===== src/sv/lpd_pkg.sv =====
// Shared types and constants of the length-prefixed message deframer.
package lpd_pkg;

    localparam int CHANNELS     = 16;
    localparam int HEADER_BYTES = 4;

    localparam int LEN_W     = 32;
    localparam int LEN_BYTES = 4;
    localparam int IDX_W     = (CHANNELS > 1) ? $clog2(CHANNELS) : 1;
    localparam int HC_W      = (HEADER_BYTES > 1) ? $clog2(HEADER_BYTES) : 1;

    localparam int OQ_DEPTH = 3;
    localparam int OQ_PTR_W = 2;
    localparam int OQ_CNT_W = 2;

    typedef struct packed {
        logic [3:0] channel;
        logic [7:0] data_byte;
    } t_in_item;

    typedef struct packed {
        logic [3:0] out_channel;
        logic [7:0] payload_byte;
        logic       end_of_message;
        logic       empty_message;
        logic       length_error;
    } t_out_item;

    typedef struct packed {
        logic             in_payload;
        logic [HC_W-1:0]  header_bytes_seen;
        logic [LEN_W-1:0] length_or_remaining;
    } t_ctx;

endpackage


===== src/sv/lpd_engine.sv =====
// Per-channel context memory with its read-modify-write stage and forwarding.
module lpd_engine (
    input  logic              i_clk,
    input  logic              i_rst_n,
    input  logic              i_acc,
    input  lpd_pkg::t_in_item i_item,
    output logic              o_busy,
    output logic              o_res_vld,
    output lpd_pkg::t_out_item o_res
);
    import lpd_pkg::*;

    t_ctx               r_mem [CHANNELS];
    logic [CHANNELS-1:0] r_ctx_vld;
    t_ctx               r_rd_ctx;
    logic               r_s1_vld;
    logic [3:0]         r_s1_ch;
    logic [7:0]         r_s1_byte;
    logic               r_fw_vld;
    logic [3:0]         r_fw_ch;
    t_ctx               r_fw_ctx;

    logic [IDX_W-1:0]   s1_idx;
    logic [IDX_W-1:0]   in_idx;
    t_ctx               cur_ctx;
    t_ctx               n_ctx;
    logic [LEN_W-1:0]   rem;
    logic [LEN_W-1:0]   hdr_len;
    logic [1:0]         lane;
    logic               last_hdr;

    assign in_idx = IDX_W'(i_item.channel);
    assign s1_idx = IDX_W'(r_s1_ch);

    always_ff @(posedge i_clk) begin
        if (i_acc) begin
            r_rd_ctx  <= r_mem[in_idx];
            r_s1_ch   <= i_item.channel;
            r_s1_byte <= i_item.data_byte;
        end
        if (r_s1_vld) begin
            r_mem[s1_idx] <= n_ctx;
        end
        r_fw_ch  <= r_s1_ch;
        r_fw_ctx <= n_ctx;
    end

    always_ff @(posedge i_clk) begin
        if (!i_rst_n) begin
            r_s1_vld  <= 1'b0;
            r_fw_vld  <= 1'b0;
            r_ctx_vld <= '0;
        end else begin
            r_s1_vld <= i_acc;
            r_fw_vld <= r_s1_vld;
            if (r_s1_vld) begin
                r_ctx_vld[s1_idx] <= 1'b1;
            end
        end
    end

    always_comb begin
        if (r_fw_vld && (r_fw_ch == r_s1_ch)) begin
            cur_ctx = r_fw_ctx;
        end else if (!r_ctx_vld[s1_idx]) begin
            cur_ctx = '0;
        end else begin
            cur_ctx = r_rd_ctx;
        end
    end

    always_comb begin
        n_ctx     = cur_ctx;
        o_res_vld = 1'b0;
        o_res     = '0;
        o_res.out_channel = r_s1_ch;
        rem       = cur_ctx.length_or_remaining - LEN_W'(1);
        lane      = 2'(cur_ctx.header_bytes_seen);
        last_hdr  = (int'(cur_ctx.header_bytes_seen) == HEADER_BYTES - 1);
        hdr_len   = (cur_ctx.header_bytes_seen == '0) ? '0 : cur_ctx.length_or_remaining;
        if (int'(cur_ctx.header_bytes_seen) < LEN_BYTES) begin
            hdr_len[{lane, 3'b000} +: 8] = hdr_len[{lane, 3'b000} +: 8] | r_s1_byte;
        end
        if (cur_ctx.in_payload) begin
            n_ctx.length_or_remaining = rem;
            n_ctx.in_payload          = (rem != '0);
            o_res_vld                 = 1'b1;
            o_res.payload_byte        = r_s1_byte;
            o_res.end_of_message      = (rem == '0);
        end else if (!last_hdr) begin
            n_ctx.header_bytes_seen   = HC_W'(cur_ctx.header_bytes_seen + 1'b1);
            n_ctx.length_or_remaining = hdr_len;
        end else begin
            n_ctx.header_bytes_seen = '0;
            if (hdr_len[LEN_W-1]) begin
                n_ctx.length_or_remaining = '0;
                o_res_vld                 = 1'b1;
                o_res.length_error        = 1'b1;
            end else if (hdr_len == '0) begin
                n_ctx.length_or_remaining = '0;
                o_res_vld                 = 1'b1;
                o_res.end_of_message      = 1'b1;
                o_res.empty_message       = 1'b1;
            end else begin
                n_ctx.length_or_remaining = hdr_len;
                n_ctx.in_payload          = 1'b1;
            end
        end
        if (!r_s1_vld) begin
            o_res_vld = 1'b0;
        end
    end

    assign o_busy = r_s1_vld;

endmodule


===== src/sv/lpd_out_queue.sv =====
// Small output queue that decouples result delivery from the context pipeline.
module lpd_out_queue (
    input  logic                    i_clk,
    input  logic                    i_rst_n,
    input  logic                    i_push,
    input  lpd_pkg::t_out_item      i_item,
    output logic                    o_valid,
    input  logic                    i_ready,
    output lpd_pkg::t_out_item      o_item,
    output logic [lpd_pkg::OQ_CNT_W-1:0] o_level
);
    import lpd_pkg::*;

    t_out_item           r_buf [OQ_DEPTH];
    logic [OQ_PTR_W-1:0] r_wr_ptr;
    logic [OQ_PTR_W-1:0] r_rd_ptr;
    logic [OQ_CNT_W-1:0] r_cnt;
    logic                pop;

    assign o_valid = (r_cnt != '0);
    assign o_item  = r_buf[r_rd_ptr];
    assign o_level = r_cnt;
    assign pop     = o_valid && i_ready;

    always_ff @(posedge i_clk) begin
        if (i_push) begin
            r_buf[r_wr_ptr] <= i_item;
        end
    end

    always_ff @(posedge i_clk) begin
        if (!i_rst_n) begin
            r_wr_ptr <= '0;
            r_rd_ptr <= '0;
            r_cnt    <= '0;
        end else begin
            if (i_push) begin
                r_wr_ptr <= (int'(r_wr_ptr) == OQ_DEPTH - 1) ? '0 : r_wr_ptr + 1'b1;
            end
            if (pop) begin
                r_rd_ptr <= (int'(r_rd_ptr) == OQ_DEPTH - 1) ? '0 : r_rd_ptr + 1'b1;
            end
            if (i_push && !pop) begin
                r_cnt <= r_cnt + 1'b1;
            end else if (pop && !i_push) begin
                r_cnt <= r_cnt - 1'b1;
            end
        end
    end

endmodule


===== src/sv/length_prefixed_message_deframer.sv =====
// Top level of the multi-channel length-prefixed message deframer.
//
//  Channel | Direction | Handshake                    | Item
//  --------+-----------+------------------------------+-----------
//  in      | to block  | i_in_valid / o_in_ready      | i_in_item
//  out     | from block| o_out_valid / i_out_ready    | o_out_item
//
// One item is taken every cycle while o_in_ready is high; results are queued.
// The rate is set by the single read-modify-write of the context memory,
// with the previous write forwarded when two items share a channel.
// Reset clears per-channel valid bits, so no clearing pass over the memory.
// A stalled output fills a three-entry queue; o_in_ready drops once the queued
// results and the item in flight make three.
module length_prefixed_message_deframer (
    input  logic               i_clk,
    input  logic               i_rst_n,
    input  logic               i_in_valid,
    output logic               o_in_ready,
    input  lpd_pkg::t_in_item  i_in_item,
    output logic               o_out_valid,
    input  logic               i_out_ready,
    output lpd_pkg::t_out_item o_out_item
);
    import lpd_pkg::*;

    logic                acc;
    logic                busy;
    logic                res_vld;
    t_out_item           res;
    logic [OQ_CNT_W-1:0] level;
    logic [OQ_CNT_W:0]   pending;

    assign pending    = {1'b0, level} + (OQ_CNT_W + 1)'(busy);
    assign o_in_ready = (int'(pending) < OQ_DEPTH);
    assign acc        = i_in_valid && o_in_ready && (int'(i_in_item.channel) < CHANNELS);

    lpd_engine u_engine (
        .i_clk     (i_clk),
        .i_rst_n   (i_rst_n),
        .i_acc     (acc),
        .i_item    (i_in_item),
        .o_busy    (busy),
        .o_res_vld (res_vld),
        .o_res     (res)
    );

    lpd_out_queue u_out_queue (
        .i_clk   (i_clk),
        .i_rst_n (i_rst_n),
        .i_push  (res_vld),
        .i_item  (res),
        .o_valid (o_out_valid),
        .i_ready (i_out_ready),
        .o_item  (o_out_item),
        .o_level (level)
    );

endmodule


===== config.mk =====
export PLATFORM = sky130hd
export DESIGN_NAME = length_prefixed_message_deframer
export DESIGN_NICKNAME = d
export VERILOG_FILES = /design/src/sv/lpd_pkg.sv /design/src/sv/lpd_engine.sv /design/src/sv/lpd_out_queue.sv /design/src/sv/length_prefixed_message_deframer.sv
export SDC_FILE = /design/constraint.sdc
export NUM_CORES = 1
export LEC_CHECK = 0
export BUFFER_PORTS_ARGS = -buffer_cell sky130_fd_sc_hd__buf_4
export CORE_MARGIN = 2
export CORE_UTILIZATION = 45
export CTS_CLUSTER_DIAMETER = 100
export DETAILED_ROUTE_END_ITERATION = 8
export GPL_ROUTABILITY_DRIVEN = 0
export PLACE_DENSITY = 0.69
export SLEW_MARGIN = 25
export SYNTH_ARGS = -nofsm -noshare
export SYNTH_HDL_FRONTEND = slang
export SYNTH_SLANG_ARGS = --single-unit

===== constraint.sdc =====
create_clock -name i_clk -period 5.7 [get_ports i_clk]
set_input_delay 1.14 -clock i_clk [delete_from_list [all_inputs] [get_ports i_clk]]
set_output_delay 1.14 -clock i_clk [all_outputs]
set_load 0.05 [all_outputs]

==> results of run 1 <==
## cell usage after synthesis, types with 20 or more instances
master    number  area share
nor2_1        58      0.0074
o21a_1        20      0.0051
and3_1        26      0.0055
clkbuf_1      60      0.0076
dfxtp_1       65       0.044
edfxtp_1     652        0.66
mux2i_1       20      0.0068
a21oi_1       34      0.0058
nand2_1       68      0.0086
xnor2_1       22      0.0065
nand3_1       27      0.0046
o22ai_1       37      0.0078
mux4_2       179        0.14
a31oi_1       24      0.0051
o21ai_0       62       0.010
## timing repair
action,in CTS,in global routing
setup endpoints to repair,0,288
gates resized for setup,0,1
buffers inserted,0,2
## per-stage QoR
stage | hold WS [ps] | std cells | total power [uW]
after detailed placement | 455 | 2515 | 6550
after global placement | 450 | 2515 | 6540
after global routing | 494 | 2644 | 11400
final | 470 | 2644 | 11100
after CTS | 469 | 2641 | 11200
after floorplan | 395 | 1654 | 6340
## critical path, cell delays in order (launching register included)
cell and delay, ps:
edfxtp_1 540, mux4_2 580, a22oi_4 260, and2_4 510, a2bb2oi_1 650, o221ai_1 470
or4_1 670, o31ai_2 300, nor4b_4 320, a31o_2 220, buf_4 300, o21ai_1 180
buf_4 220
## routing by layer
metal | up-vias | wire length (um)
li1 | 7028 | -
met1 | 8662 | 30400
met2 | 1103 | 34200
met3 | 287 | 7670
met4 | 0 | 3120
met5 | - | 0
## worst max path at each step
stage	from	endpoint	slack, ps	depth (start not counted)
2_1_floorplan	u_engine.r_s1_ch[0]$_DFFE_PP_	u_engine.r_mem[0][20]$_DFFE_PP_	90	25
3_3_place_gp	u_engine.r_s1_ch[0]$_DFFE_PP_	u_engine.r_mem[10][0]$_DFFE_PP_	360	15
3_5_place_dp	u_engine.r_s1_ch[0]$_DFFE_PP_	u_engine.r_mem[15][30]$_DFFE_PP_	170	11
4_1_cts	u_engine.r_s1_ch[0]$_DFFE_PP_	u_engine.r_mem[11][30]$_DFFE_PP_	170	11
5_1_grt	u_engine.r_s1_ch[0]$_DFFE_PP_	u_engine.r_mem[11][13]$_DFFE_PP_	80	11
6_report	u_engine.r_s1_ch[0]$_DFFE_PP_	u_engine.r_mem[8][1]$_DFFE_PP_	160	12
## cell type report
type	count	area, um^2
Clock buffer	91	1950
Clock inverter	35	359
Timing Repair Buffer	108	860
Inverter	9	33.8
Fill cell	5139	31000
Sequential cell	717	20900
Tap cell	855	1070
Multi-Input combinational cell	829	8500
## where the power goes
part	internal [uW]	leakage (uW)	switching [uW]
Combinational	244	0.00325	353
Sequential	5790	0.00638	77.8
Clock	2740	0.00113	1910
Total	8770	0.0108	2340
## cell families after synthesis
| family | after synthesis |
|---|---|
| adders and majority gates | 9 |
| muxes | 200 |
| xor gates and xnor gates | 31 |
| buffers and inverters | 108 |
| and+or+nand+nor | 295 |
| AOI/OAI and AO/OA | 294 |
| DFF | 717 |
## registers in the layout, indices dropped and copies added, names as in the netlist, named ones only
register              count
u_engine.r_s1_ch          4
u_engine.r_fw_ch          4
u_engine.r_rd_ctx        35
u_engine.r_s1_byte        8
u_out_queue.r_buf        45
u_engine.r_mem          560
u_engine.r_fw_ctx        35
u_out_queue.o_level       2
u_out_queue.r_wr_ptr      2
u_out_queue.r_rd_ptr      2
u_engine.r_fw_vld         1
u_engine.o_busy           1
u_engine.r_ctx_vld       16
## cells in the final DEF (no fill, tap or decap), types with 14 or more instances in the layout
cell,n
edfxtp_1,652
mux4_2,179
buf_4,103
clkbuf_16,75
nand2_1,67
dfxtp_1,65
o21ai_0,62
nor2_1,45
a21oi_1,34
nand3_1,27
and3_1,26
a31oi_1,24
o22ai_2,24
xnor2_1,22
o21a_1,20
mux2i_1,20
and2_1,16
nor3_1,15
a22oi_1,15
clkbuf_1,15
o22ai_1,14
==> key figures, run 1 <==
Hold path
  – Hold path cells: 1
  – Min-delay worst type: register to register
  – Hold Crit Endpoint: u_engine.r_ctx_vld[12]$_SDFFE_PN0P_
  – Hold Crit Start: u_engine.r_ctx_vld[12]$_SDFFE_PN0P_

Synthesis
  – Synthesized area per cell: roughly 18 um^2
  – Synth Area in Simple Gates: 0.0525
  – Syn Nets: 1679
  – Post-synth EDFFs: between 600 and 700
  – Main combinational cell family by area after synthesis: multiplexers
  – XOR/XNOR Fraction of Synth Area: 0.00918
  – Synthesized-area fraction occupied by adder cells: 0.00381
  – Synth cell types: 75
  – Multiplexer area fraction after synthesis: 0.143
  – Fraction of registers with async set/reset: 0
  – Synth warnings: 0
  – Post-Syn Area: 29600 um^2
  – FF+latch count, synth: between 700 and 800
  – Syn Inst Count: 1654
  – Sequential area share after synthesis: 0.706
  – Prevailing post-synth register cell: edfxtp_1
  – Compound-Gate Fraction of Synth Area: 0.0691

Critical path
  – Worst r2r dst: u_engine.r_mem[8][1]$_DFFE_PP_
  – CP Data Required Time: 6040 ps
  – CP max FO: 39
  – Type of the worst setup path: register to register
  – Worst setup EP type: register
  – Worst setup SP type: register
  – R2r setup slk: around 160 ps
  – Reg2Reg Depth: 12
  – Crit path arrival time: 5880 ps
  – FF-to-FF Start: u_engine.r_s1_ch[0]$_DFFE_PP_

Die
  – Die ar.: 67800 um^2
  – Ports: 33
  – Initial core utilization: 0.457
  – Die width: around 260 um
  – Die H: 260 um
  – Cell Rows: 93
  – Core Area: between 60000 and 70000 um^2

Timing
  – Fin worst setup slack: around 160 ps
  – Setup Skew: about 29 ps
  – Worst-Margin Slew: about 1100 ps
  – Slew headroom: 0.230
  – Setup TNS Final: 0 ps
  – Minimum clock period: 5540 ps
  – RSZ-0062 raised after global routing: false
  – Final worst path period share: 0.972
  – Max-slew violation count: 0
  – Final Setup Violations: 0
  – Final hold vios: 0
  – Maximum clock rate: ~180 MHz

Global route
  – First-pass GRT wire length: 112000 um
  – GR Layer Usage met1: 0.316
  – Overflow after GRT: 0
  – Grt peak-use layer: met2
  – Aggregate global-route resource usage: 0.226
  – Largest net degree at the start of global routing: 81
  – Met2 GRT Util: 0.342
  – Initial antenna violation count: 1
  – Vias in the first global route: around 17000
  – Met3 Usage GRT: 0.0583

Drt
  – Drt wl/cell: 28.5 um
  – 1st-pass router iterations: 9
  – Final WL: 75300 um
  – Residual DRC: 5
  – DR iter-0 viols: 2818
  – Vias: 17080
  – Vias per cell: 6.46
  – Antenna-violating nets left: 0

Flow run
  – Max-cap viol count: 0

Finish
  – Layout Nets: 1762
  – Syn-to-layout area delta: 13.8%
  – Post-route cell area: 33600 um^2
  – Diode count: 0
  – Share of layout cells above drive strength 1: 0.252
  – Fin util: 0.520

CTS
  – Root Buffer: clkbuf_16
  – CTS H-tree depth: 3
  – Num CTS Buffers: just over 70
  – Clk buf depth: 3
  – Clock sinks: 717
  – CTS clk-pin slew, worst paths: roughly 60 ps
  – TritonCTS clock tree: built
  – # hold bufs at CTS: 0
  – Worst skew pair latency: 620 ps

Power
  – Static leakage: 0.0108 uW
  – Worst-case vdd ir drop: 0.188 mV
  – Pwr dens: 330 nW/um^2

Status
  – Status: finished, violations left
  – Violations in the final reports: DRC

Placed design
  – IO buf count: 32
  – DP Wirelength: around 44000 um
  – Worst slack, placed: 165 ps
  – Placed Instance Area: 31200 um^2
Note: power is estimated with default switching activity, not from simulation.
==> run 2, diff against run 1 <==
--- a/config.mk
+++ b/config.mk
@@ -5,6 +5,7 @@
 export SDC_FILE = /design/constraint.sdc
 export NUM_CORES = 1
 export LEC_CHECK = 0
+export ABC_AREA = 1
 export BUFFER_PORTS_ARGS = -buffer_cell sky130_fd_sc_hd__buf_4
 export CORE_MARGIN = 2
 export CORE_UTILIZATION = 45
==> run 2 against run 1 <==
Against the previous run: the flow now finishes without violations; non-clock buffer count fell by 23; via count rose by 15%; register-to-register slack improved by 510 ps; hold slack improved by 9.1 ps; flip-flop and latch count did not move; combinational power rose by 31%; fmax rose by 10%; die area rose by 2.2%; largest power group unchanged.
==> key figures, run 2 <==
CTS
  – Resize count post-CTS: 0 (unchanged)
  – Root Buffer: clkbuf_16 (unchanged)
  – CTS H-tree depth: 3 (unchanged)
  – TritonCTS clock tree: built (unchanged)
  – Worst skew pair latency: 630 ps (was 620 ps)
  – Num CTS Buffers: 73 (was 72)
  – Postcts setup bufs: 0 (unchanged)
  – CTS clk-pin slew, worst paths: 60 ps (about the same)
  – Clk buf depth: 3 (unchanged)
  – Clock sinks: 717 (unchanged)
  – # hold bufs at CTS: 0 (unchanged)

Power
  – Worst-case vdd ir drop: 0.194 mV (was 0.188 mV)
  – Switching Share: 0.230 (was 0.211)
  – Comb pwr share: 0.069 (was 0.054)
  – Static leakage: 0.0127 uW (was 0.0108 uW)
  – Pwr dens: 334 nW/um^2 (was 330 nW/um^2)
  – Switching pwr: 2600 uW (was 2340 uW)
  – Int Pwr: 8710 uW (was 8770 uW)
  – Share of power burned in the clock network: 0.413 (was 0.418)
  – Flop pwr share: 0.518 (was 0.528)

Timing
  – Max-slew violation count: 0 (unchanged)
  – Final worst path period share: 0.883 (was 0.972)
  – Minimum clock period: 5030 ps (was 5540 ps)
  – Final Setup Violations: 0 (unchanged)
  – Setup Skew: 22.8 ps (was 29.4 ps)
  – Maximum clock rate: 199 MHz (was 181 MHz)
  – Setup TNS Final: 0 ps (unchanged)
  – Worst-Margin Slew: 1060 ps (was 1150 ps)
  – RSZ-0062 raised after global routing: false (unchanged)
  – Slew headroom: 0.292 (was 0.230)
  – Final hold vios: 0 (unchanged)

Drt
  – 1st-pass router iterations: 6 (was 9)
  – Final WL: 76100 um (was 75300 um)
  – Vias per cell: 5.70 (was 6.46)
  – Drt wl/cell: 22.1 um (was 28.5 um)
  – DR iter-0 viols: 2397 (was 2818)
  – Vias: 19605 (was 17080)
  – Residual DRC: 0 (was 5)
  – Antenna-violating nets left: 0 (unchanged)

Finish
  – Largest register by flop count: u_engine.r_mem (unchanged)
  – Most frequent cells in the layout: edfxtp_1, nand2_1, inv_1 (was edfxtp_1, mux4_2, buf_4)
  – Post-route cell area: 33900 um^2 (was 33600 um^2)
  – Biggest regs: u_engine.r_mem: 560 flops, u_out_queue.r_buf: 45 flops (unchanged)
  – Syn-to-layout area delta: 12.1% (was 13.8%)
  – Share of layout cells above drive strength 1: 0.108 (was 0.252)
  – Commonest non-fill, non-tap cell in the layout: edfxtp_1 (unchanged)
  – Flip-flop count of the largest register after layout: 560 (unchanged)
  – Diode count: 0 (unchanged)
  – Fin util: 0.508 (was 0.520)
  – Layout Nets: 2531 (was 1762)

Synthesis
  – Syn Inst Count: 2480 (was 1654)
  – Leading area contributor after synthesis: edfxtp_1 (unchanged)
  – Synth warnings: 0 (unchanged)
  – Post-synth EDFFs: 652 (unchanged)
  – Sequential area share after synthesis: 0.690 (was 0.706)
  – Synth cell types: 45 (was 75)
  – Post-Syn Area: 30200 um^2 (was 29600 um^2)
  – Fraction of registers with async set/reset: 0 (unchanged)
  – Prevailing post-synth register cell: edfxtp_1 (unchanged)
  – Syn Nets: 2505 (was 1679)
  – Synthesized area per cell: 12.2 um^2 (was 17.9 um^2)
  – Most frequent cell after synthesis: edfxtp_1 (unchanged)
  – Top cells by count, synth: edfxtp_1, nand2_1, inv_1 (was edfxtp_1, mux4_2, nand2_1)
  – FF+latch count, synth: 717 (unchanged)
  – Share of the synthesized area in the top cell type: 0.647 (was 0.662)
  – Top post-synthesis cells by area: edfxtp_1, mux2i_1, dfxtp_1 (was edfxtp_1, mux4_2, dfxtp_1)

Critical path
  – Max incr delay on CP: 650 ps (was 670 ps)
  – Worst r2r dst: u_out_queue.o_level[1]$_SDFFE_PN0P_ (was u_engine.r_mem[8][1]$_DFFE_PP_)
  – CP max FO: 27 (was 39)
  – Crit path arrival time: 5540 ps (was 5880 ps)
  – Worst setup EP type: register (unchanged)
  – Top cell by count, worst path: nand2_1 (was buf_4)
  – Type of the worst setup path: register to register (unchanged)
  – Reg2Reg Depth: 32 (was 12)
  – CP max-delay cell: edfxtp_1 (was or4_1)
  – FF-to-FF Start: u_engine.r_s1_ch[0]$_DFFE_PP_ (unchanged)
  – R2r setup slk: 670 ps (was 160 ps)
  – Worst setup SP type: register (unchanged)
  – CP Data Required Time: 6200 ps (was 6040 ps)

Die
  – Cell Rows: 95 (was 93)
  – Die H: 263 um (was 260 um)
  – Core Area: 66800 um^2 (was 64700 um^2)
  – Ports: 33 (unchanged)
  – Die width: 263 um (was 260 um)
  – Die ar.: 69300 um^2 (was 67800 um^2)
  – Initial core utilization: 0.453 (was 0.457)

Global route
  – Vias in the first global route: 18939 (was 17093)
  – Initial antenna violation count: 0 (was 1)
  – Overflow after GRT: 0 (unchanged)
  – First-pass GRT wire length: 115000 um (was 112000 um)
  – Largest net degree at the start of global routing: 139 (was 81)
  – Aggregate global-route resource usage: 0.217 (was 0.226)

Placed design
  – IO buf count: 32 (unchanged)
  – DP Wirelength: 42100 um (was 43600 um)
  – Placed Instance Area: 31500 um^2 (was 31200 um^2)

Hold path
  – Hold path cells: 2 (was 1)
  – Min-delay worst type: register to register (unchanged)
  – Hold Crit Endpoint: u_engine.r_ctx_vld[15]$_SDFFE_PN0P_ (was u_engine.r_ctx_vld[12]$_SDFFE_PN0P_)
  – Hold Crit Start: u_engine.r_ctx_vld[15]$_SDFFE_PN0P_ (was u_engine.r_ctx_vld[12]$_SDFFE_PN0P_)

Flow run
  – Max-cap viol count: 0 (unchanged)

Status
  – Status: finished, final reports clean (was finished, violations left)
## run 2: how the worst max path moves through the flow
stage | slack, ps | startpoint | cells after the start | end
global placement | 970 | u_engine.r_s1_ch[0]$_DFFE_PP_ | 26 | u_engine.r_mem[1][10]$_DFFE_PP_
CTS | 690 | u_engine.r_s1_ch[0]$_DFFE_PP_ | 26 | u_engine.r_mem[7][10]$_DFFE_PP_
finish | 670 | u_engine.r_s1_ch[0]$_DFFE_PP_ | 32 | u_out_queue.o_level[1]$_SDFFE_PN0P_
floorplan | 1410 | u_engine.r_s1_ch[0]$_DFFE_PP_ | 28 | u_out_queue.r_buf[2][0]$_DFFE_PP_
detailed placement | 730 | u_engine.r_s1_ch[0]$_DFFE_PP_ | 26 | u_engine.r_mem[7][10]$_DFFE_PP_
global route | 220 | u_engine.r_s1_ch[0]$_DFFE_PP_ | 32 | u_out_queue.o_level[1]$_SDFFE_PN0P_
## run 2: cell type report
cell class,count,area (um^2)
multi-input cells,1388,8010
well taps,873,1090
inverters,241,907
clock buffers,93,1960
fillers,5596,32900
repair buffers,85,683
flip-flops and latches,717,20900
clock inverters,41,370
## run 2: layer usage
layer / part of all wire / up-vias / track usage
met2: 0.48 / 901 / 0.357
met1: 0.41 / 9646 / 0.292
met3: 0.082 / 165 / 0.0323
li1: - / 8893 / -
met5: 0 / - / 0
met4: 0.033 / 0 / 0.0819
## run 2: worst max-delay path, delay by kind of cell, from the launching register on
family | cells | cell delay [ps]
flip-flops | 1 | 650
buffers and inverters | 4 | 700
AND/OR/NAND/NOR | 22 | 2330
adder cells (fa/ha/maj) | 2 | 680
AO/OA/AOI/OAI | 4 | 540
## run 2: metrics by stage
step	std cells	hold slack [ps]	setup WS [ps]	power, uW
4_1_cts	3438	478	689	11400
6_report	3438	479	667	11300
5_1_grt	3438	499	221	11600
3_3_place_gp	3304	462	970	6720
2_1_floorplan	2480	440	1410	6480
3_5_place_dp	3304	465	726	6730
## run 2: cells by family after synthesis
kind of cell    Yosys count  synth area share
flops                   717             0.690
simple gates            649            0.0934
compound gates          559             0.107
buf+inv                 375            0.0501
mux                     140            0.0463
xor+xnor                 31           0.00898
fa+ha+maj                 9           0.00372
## run 2: power groups by stage
stage          Clock, uW  Sequential [uW]  Combinational (uW)
2_1_floorplan          0             5940                 544
6_report            4670             5850                 785
4_1_cts             4720             5850                 773
3_5_place_dp           0             5960                 770
3_3_place_gp           0             5960                 756
5_1_grt             4930             5860                 852
